--- src/hw/rtl/lbcm_ram.sv ---
// ----------------------------------------------------------------------------
// lbcm_ram
// Single-port synchronous RAM, registered read.
// ----------------------------------------------------------------------------
module lbcm_ram #(
  parameter int WIDTH = 8,
  parameter int DEPTH = 2
) (
  input  logic                     clk,
  input  logic                     we,
  input  logic                     re,
  input  logic [$clog2(DEPTH)-1:0] addr,
  input  logic [WIDTH-1:0]         wdata,
  output logic [WIDTH-1:0]         rdata
);

  logic [WIDTH-1:0] mem [DEPTH];

  always_ff @(posedge clk) begin
    if (we) begin
      mem[addr] <= wdata;
    end
    if (re) begin
      rdata <= mem[addr];
    end
  end

endmodule

--- config.mk ---
export PLATFORM = sky130hd
export DESIGN_NAME = lbcm_ram
export DESIGN_NICKNAME = d
export VERILOG_FILES = /design/src/hw/rtl/lbcm_ram.sv
export SDC_FILE = /design/constraint.sdc
export NUM_CORES = 1
export LEC_CHECK = 0
export ABC_CLOCK_PERIOD_IN_PS = 1900
export BUFFER_PORTS_ARGS = -buffer_cell sky130_fd_sc_hd__buf_2
export CORE_MARGIN = 2
export CORE_UTILIZATION = 35
export CTS_BUF_LIST = sky130_fd_sc_hd__clkbuf_16
export DETAILED_ROUTE_END_ITERATION = 16
export PLACE_DENSITY = 0.59
export RECOVER_POWER = 100
export SLEW_MARGIN = 15
export SYNTH_ARGS = -nofsm -noshare
export SYNTH_HDL_FRONTEND = slang
export SYNTH_SLANG_ARGS = --single-unit
--- constraint.sdc ---
create_clock -name clk -period 1.9 [get_ports clk]
set_input_delay 0.19 -clock clk [delete_from_list [all_inputs] [get_ports clk]]
set_output_delay 0.19 -clock clk [all_outputs]
set_load 0.01 [all_outputs]
==> impl_metrics.ini, run 1 <==
[critical_path]
worstSetupPathType = in -> reg
slowest_delay_ns = 0.36
crit_cells = 2
worstRegToRegCells = 1
crit_start = addr
worstPathCellList = clkbuf_1 > and2_2
critPathLaunchType = input port
reg2reg_from = mem[1][2]
regToRegEndpoint = rdata[2]
end_kind = register
cp_data_required_time_ns = 1.85
r2r_slack_ns = 0.96
crit_family = buffers and inverters
cp_max_fo = 10
worstPathArrival_ns = 0.92
path_buf_inv = 1
crit_path_top_delay_cell = clkbuf_1

[global_routing]
use_met3_pct = 3.06
use_met2_pct = 10.4
grt_use_met1_pct = 10.5
grt_max_degree = 13
grt_use_total_pct = 7.98
grt_overflow = 0
grt_pass1_vias = 348
antenna_found_initial = 0
grt_busiest_layer = met1
grt_pass1_wl_mm = 1.50

[drt]
vias = 365
wl_mm = 1.03
drcViolationCount = 0
wl_per_cell_um = 12.0
routed_via_density = 4.24
antenna_left = 0
drtPass1Iterations = 3
drt_iter0_drc = 4

[sta]
setup_tns_ns = 0
post-route-period-util_pct = 51.1
clock.fmax_ghz = 1.03
worstMarginPinSlew_ns = 0.470
fin_worst_skew_ns = 0.00138
setup_viol = 0
slew_violations = 0
worst_slack_ns = 0.930
slew_headroom_pct = 68.6
hold_viol_final = 0
holdWs_ns = 0.122
period_needed_ns = 0.970
grt_setup_unrepaired = no

[power]
peakVddDrop_uv = 672
p_per_area_nw_per_um2 = 1100
total_leakage_power_nw = 0.348
power_mw = 1.12

[synthesis]
synth_cells = 35
yosys_warnings = 0
synth.avg_cell_area_um2 = 24.8
synth_top_cell_area_share_pct = 83.0
synth_area_leaders = edfxtp_1 (83%), mux2_4 (14%), buf_6 (1.3%), and2b_2 (1.0%), and2_2 (0.86%)
ys_ff_latch = 24
ys_seq_area_share_pct = 83.0
synth_area_um2 = 868
synth_top_cell_by_area = edfxtp_1
syn_nets = 47
synth_cell_types = 5

[die]
die_w_um = 53.8
die_area_um2 = 2900
initial_utilization_pct = 36.0
fp.dieH_um = 53.8
core_area_um2 = 2410
num_rows = 18
ios = 20

[min_path]
hold_start = wdata[1]
hold_depth = 1
hold-path-endpoint = mem[1][1]
hp-class = in -> reg

[clock_network]
numCtsBuffers = 3
clkTransAtPathRegs_ns = 0.05
clock_path_buffers = 2
clock_sinks = 24
cts_root_buf = clkbuf_16
cts-resized-gates = 0
cts-hold-fix-buffers = 0
htree_levels = 1
cts_tree = yes
clk_latency_ns = 0.25
post_cts_buffers = 0

[placed_design]
dp_hpwl_um = 726
routabilityCongestion = 0.630
io_buffers = 19
detailedPlace.worstSlack_ns = 0.792

[status]
status = finished clean

[cells_and_area]
num_antenna_cells = 0
drive_above_1_share_pct = 19.6
syn2layout_area_growth_pct = 17.3
final_util_pct = 42.3
finish.net_count = 70
nFillCells = 229

[flow_run]
drv_cap = 0
==> layout make-up <==
type	count	area (µm²)	area share, %
tap	30	37.5	3.69
multi-input combinational	10	105	10.3
clock buffer	3	75.1	7.37
timing repair buffer	19	80.1	7.86
sequential	24	721	70.8
==> state kept, by name (all words and copies together) (netlist names) <==
| signal | cells |
|---|---|
| rdata | 8 |
| mem | 16 |
==> worst max path at each step <==
stage          slack [ns]        end
2_1_floorplan        0.98  mem[0][0]
3_3_place_gp         0.84  mem[1][0]
3_5_place_dp         0.79  mem[1][0]
4_1_cts              0.95   rdata[1]
5_1_grt              0.82  mem[1][4]
6_report             0.93  mem[1][0]
==> per-layer routing <==
metal / wire length (µm) / vias to the layer above / share of wire [%]
met3: 118 / 2 / 11
met5: 0 / - / 0
li1: - / 179 / -
met1: 472 / 164 / 46
met2: 422 / 20 / 41
met4: 17 / 0 / 1.7
==> cells in the final DEF, fill, tap and decap left out <==
master	synthesis	final
mux2_1	0	8
buf_2	0	7
clkbuf_16	0	3
and2b_1	0	1
edfxtp_1	24	24
and2_2	1	1
clkbuf_1	0	12
==> Yosys cell counts <==
| cell type | n |
|---|---|
| and2_2 | 1 |
| and2b_2 | 1 |
| buf_6 | 1 |
| edfxtp_1 | 24 |
| mux2_4 | 8 |
==> metrics by stage <==
step,instance area (µm²),std cells
6_report,1020,86
5_1_grt,1020,86
4_1_cts,1060,86
3_5_place_dp,990,83
3_3_place_gp,990,83
2_1_floorplan,868,35
==> power breakdown <==
part	switching, mW	internal, mW
logic	0.0327	0.0227
clock network	0.152	0.278
registers	0.00751	0.626
total	0.193	0.926
==> cells by family (layout without fill, tap and decap cells) <==
family / after synthesis / in the layout / synth area share [%]
mux: 8 / 8 / 13.8
simple gates: 2 / 2 / 1.87
flops: 24 / 24 / 83.0
buf+inv: 1 / 22 / 1.30
Power figures use the tool's default switching activity.
==> run 2: changes to the inputs <==
ABC_AREA = 1   (was not set)
ABC_CLOCK_PERIOD_IN_PS = 800   (was 1900)
PLACE_DENSITY = 0.61   (was 0.59)
clock period = 0.8 ns   (was 1.9 ns; I/O delays follow)
==> run 2 against run 1 <==
Against the previous run:
- the flow now finishes with violations (setup timing)
- power rose to 2.7 times the previous value
- global-route usage increased by 1.6 points
- cell count increased by 22%
- utilization is 5.7 points higher
- design area is 5.3% higher
- sequential cell count did not move
- combinational power grew to 2.7 times the previous value
- register-to-register slack got worse by 0.91 ns
- clock power grew to 3.3 times the previous value
- synthesized area fell by 3.6%
- critical endpoint is now rdata[1]
==> impl_metrics.ini, run 2 <==
[critical_path]
cp_data_required_time_ns = 0.72
r2r_slack_ns = 0.05
critPathLaunchType = register
path_buf_inv = 1
end_kind = output pin
worstSetupPathType = reg -> out
worstPathArrival_ns = 0.76
cp_max_fo = 1
regToRegEndpoint = rdata[6]
crit_family = flip-flops
reg2reg_from = mem[0][6]
crit_path_top_delay_cell = edfxtp_1
worstPathCellList = buf_2
worstRegToRegCells = 2
slowest_delay_ns = 0.36

[sta]
fin_worst_skew_ns = 0.00327
slew_headroom_pct = 70.5
setup_viol = 8
worstMarginPinSlew_ns = 0.442
hold_viol_final = 0
grt_setup_unrepaired = yes
period_needed_ns = 0.836
clock.fmax_ghz = 1.20
post-route-period-util_pct = 105
worst_slack_ns = -0.0360
slew_violations = 0
holdWs_ns = 0.00868
setup_tns_ns = -0.192

[power]
peakVddDrop_uv = 1680
total_leakage_power_nw = 0.449
p_per_area_nw_per_um2 = 2840
power_mw = 3.05

[cells_and_area]
final_cell_mix = nand2_1 (25), edfxtp_1 (24), buf_2 (17), inv_1 (3), clkbuf_16 (3)
drive_above_1_share_pct = 29.9
final_util_pct = 48.0
reg_top3 = mem: 16 flops, rdata: 8 flops
syn2layout_area_growth_pct = 28.1
finish.net_count = 90
regMostFlops = mem
final_cells = 105
layout_commonest_cell = nand2_1
largest_reg_flops = 16
num_antenna_cells = 0

[placed_design]
io_buffers = 19
placed_cells = 101
routabilityCongestion = 0.657

[min_path]
hold-path-endpoint = mem[0][7]
hold_start = wdata[7]
hold_depth = 1
hp-class = in -> reg

[global_routing]
grt_overflow = 0
antenna_found_initial = 0
grt_use_total_pct = 9.60
grt_max_degree = 15
grt_pass1_vias = 414
grt_pass1_wl_mm = 1.82

[synthesis]
synth_cell_types = 5
synth.avg_cell_area_um2 = 15.5
synth-main-ff-cell = edfxtp_1
synth-async-reset-ratio_pct = 0
synth_top_cell_by_area = edfxtp_1
yosys-top-cells-count = nand2_1 (25), edfxtp_1 (24), inv_1 (3)
synth_top_cell_area_share_pct = 86.1
synth_edf_count = 24
synth_area_leaders = edfxtp_1 (86%), nand2_1 (11%), inv_1 (1.3%), buf_4 (0.90%), nor2_1 (0.45%)
ys_seq_area_share_pct = 86.1
synth_cells = 54
yosys_warnings = 0
synth_area_um2 = 837
ys_ff_latch = 24
yosys.cell_count.top_type = nand2_1
syn_nets = 66

[die]
num_rows = 17
ios = 20
initial_utilization_pct = 37.5
die_w_um = 52.9
die_area_um2 = 2800
core_area_um2 = 2230
fp.dieH_um = 52.9

[drt]
antenna_left = 0
wl_mm = 1.13
vias = 447
wl_per_cell_um = 10.7
routed_via_density = 4.26
drcViolationCount = 0
drt_iter0_drc = 13
drtPass1Iterations = 4

[clock_network]
clkTransAtPathRegs_ns = 0.06
cts_root_buf = clkbuf_16
cts-resized-gates = 0
cts_tree = yes
numCtsBuffers = 3
clock_path_buffers = 2
post_cts_buffers = 0
cts-hold-fix-buffers = 0
htree_levels = 1
clk_latency_ns = 0.25
clock_sinks = 24

[flow_run]
drv_cap = 0

[status]
violations = setup timing
status = complete, but fails checks
## run 2: cell count changes after synthesis, sizes merged
cell and change:
and2 -1, and2b -1, inv +3, mux2 -8, nand2 +25, nor2 +1
## run 2: power by group
part,switching [mW],internal [mW]
Sequential,0.0189,1.49
Clock,0.402,0.993
Combinational,0.0917,0.0575
Total,0.512,2.54
## run 2: area by class of cell
| class | count | area (µm²) |
|---|---|---|
| clock inverters | 1 | 30.0 |
| well taps | 28 | 35.0 |
| repair buffers | 20 | 100 |
| inverters | 3 | 11.3 |
| clock buffers | 3 | 75.1 |
| fillers | 208 | 1160 |
| multi-input cells | 26 | 100 |
| flip-flops and latches | 24 | 721 |
## run 2: worst max path at each step
| stage | from | to | slack [ns] | cells after the start |
|---|---|---|---|---|
| final | rdata[1] | rdata[1] | -0.04 | 1 |
| after global routing | rdata[5] | rdata[5] | -0.07 | 1 |
| after CTS | rdata[1] | rdata[1] | -0.05 | 1 |
| after detailed placement | addr | mem[1][7] | -0.07 | 3 |
| after global placement | addr | mem[1][7] | -0.05 | 3 |
| after floorplan | addr | mem[1][0] | 0.03 | 3 |
## run 2: routing by layer
| layer | global-route usage [%] | share of wire, % | up-vias |
|---|---|---|---|
| met5 | 0 | 0 | - |
| met4 | 6.41 | 1.8 | 0 |
| met3 | 2.54 | 6.3 | 4 |
| met2 | 14.6 | 48 | 15 |
| met1 | 11.9 | 44 | 198 |
| li1 | - | - | 230 |
## run 2: through the flow
stage	cell area, µm²	setup slack (ns)
6_report	1070	-0.0360
5_1_grt	1070	-0.0715
4_1_cts	1080	-0.0454
3_5_place_dp	975	-0.0661
3_3_place_gp	975	-0.0467
2_1_floorplan	845	0.0257
## run 2: cell families (layout without fill, tap and decap cells)
logic type / Yosys count / after routing / synth area share, %
buffers and inverters: 4 / 27 / 2.24
flip-flops: 24 / 24 / 86.1
AND/OR/NAND/NOR: 26 / 26 / 11.7
==> run 3: changes to the inputs <==
HOLD_SLACK_MARGIN = 0.12   (was not set)
==> run 3 against run 2 <==
Against the previous run:
- the run still ends with setup timing left
- first-iteration DRC count fell by 15%
- cell count grew 7.6%
- utilization is 3.5 points higher
- non-clock buffer count grew 8
- die area stayed put
- routed wire length grew 7.2%
- fmax increased by 0.18%
- combinational power is 21% higher
- clock power hardly changed
- critical path type unchanged
==> impl_metrics.ini, run 3 (synthesized netlist as in run 2, its figures left out) <==
[sta]
fin_worst_skew_ns = 0.00229
slew_headroom_pct = 70.2
clock.fmax_ghz = 1.20
grt_setup_unrepaired = yes
post-route-period-util_pct = 104
slew_violations = 0
period_needed_ns = 0.835
worstMarginPinSlew_ns = 0.446
setup_tns_ns = -0.184
setup_viol = 8
hold_viol_final = 0
holdWs_ns = 0.230
worst_slack_ns = -0.0345

[global_routing]
grt_pass1_vias = 437
grt_pass1_wl_mm = 1.90
grt_overflow = 0
grt_max_degree = 15
grt_use_total_pct = 10.0
antenna_found_initial = 0

[power]
total_leakage_power_nw = 0.479
peakVddDrop_uv = 1690
p_per_area_nw_per_um2 = 2670
power_mw = 3.08

[cells_and_area]
num_antenna_cells = 0
final_cells = 113
final_cell_mix = nand2_1 (25), edfxtp_1 (24), buf_2 (16), dlygate4sd3_1 (8)
drive_above_1_share_pct = 25.9
layout_commonest_cell = nand2_1
reg_top3 = mem: 16 flops, rdata: 8 flops
syn2layout_area_growth_pct = 37.5
finish.net_count = 98
nFillCells = 200
regMostFlops = mem
largest_reg_flops = 16
final_util_pct = 51.5

[placed_design]
placed_cells = 101
io_buffers = 19
routabilityCongestion = 0.657

[critical_path]
worstPathCellList = buf_2
cp_data_required_time_ns = 0.72
worstPathArrival_ns = 0.75
path_buf_inv = 1
cp_max_fo = 1
crit_path_top_delay_cell = edfxtp_1
slowest_delay_ns = 0.36
reg2reg_from = mem[0][6]
critPathLaunchType = register
crit_family = flip-flops
worstRegToRegCells = 2
regToRegEndpoint = rdata[6]
worstSetupPathType = reg -> out
r2r_slack_ns = 0.05
end_kind = output pin

[die]
die_area_um2 = 2800
num_rows = 17
initial_utilization_pct = 37.5
ios = 20
fp.dieH_um = 52.9
die_w_um = 52.9
core_area_um2 = 2230

[drt]
antenna_left = 0
drt_iter0_drc = 11
routed_via_density = 4.19
drcViolationCount = 0
wl_per_cell_um = 10.7
wl_mm = 1.21
drtPass1Iterations = 4
vias = 473

[min_path]
hold-path-endpoint = rdata[3]
hold_start = re
hp-class = in -> reg
hold_depth = 1

[status]
status = complete, but fails checks
violations = setup timing

[flow_run]
drv_cap = 0

[clock_network]
numCtsBuffers = 3
clkTransAtPathRegs_ns = 0.06
clk_latency_ns = 0.25
clock_path_buffers = 2
cts_root_buf = clkbuf_16
cts_tree = yes
htree_levels = 1
clock_sinks = 24
## run 3: changes by cell type in the layout (fill, tap and decap cells not counted)
cell	previous run	this run
buf_2	17	16
clkbuf_1	2	3
dlygate4sd3_1	0	8
## run 3: how the worst max path moves through the flow
stage | from | to | depth (start not counted)
finish | rdata[1] | rdata[1] | 1
global route | rdata[5] | rdata[5] | 1
CTS | rdata[1] | rdata[1] | 1
detailed placement | addr | mem[1][7] | 3
global placement | addr | mem[1][7] | 3
floorplan | addr | mem[1][0] | 3
## run 3: cell type report
| class | count | area [µm²] | area share (%) |
|---|---|---|---|
| Clock inverter | 1 | 30.0 | 2.61 |
| Timing Repair Buffer | 28 | 179 | 15.5 |
| Tap cell | 28 | 35.0 | 3.04 |
| Inverter | 3 | 11.3 | 0.978 |
| Multi-Input combinational cell | 26 | 100 | 8.70 |
| Sequential cell | 24 | 721 | 62.6 |
| Clock buffer | 3 | 75.1 | 6.52 |
## run 3: power by group
| part | total, mW | internal (mW) | switching [mW] |
|---|---|---|---|
| clock network | 1.39 | 0.993 | 0.402 |
| logic | 0.180 | 0.0822 | 0.0973 |
| registers | 1.50 | 1.49 | 0.0185 |
## run 3: timing repair
item,4_1_cts,5_1_grt
hold endpoints to repair,16,0
buffers inserted,0,0
hold buffers,8,0
endpoints found under the setup margin,8,8
gates resized for setup,0,0
## run 3: through the flow
stage	instance area (µm²)	worst slack (ns)
2_1_floorplan	845	0.0257
3_3_place_gp	975	-0.0467
4_1_cts	1160	-0.0454
5_1_grt	1150	-0.0715
6_report	1150	-0.0345
3_5_place_dp	975	-0.0661
## run 3: layer usage
layer / GRT usage [%] / wire length (µm) / vias to the layer above
met1: 12.1 / 523 / 208
met5: 0 / 0 / -
met3: 2.54 / 75 / 2
met2: 15.8 / 606 / 17
li1: - / - / 246
met4: 6.41 / 5 / 0
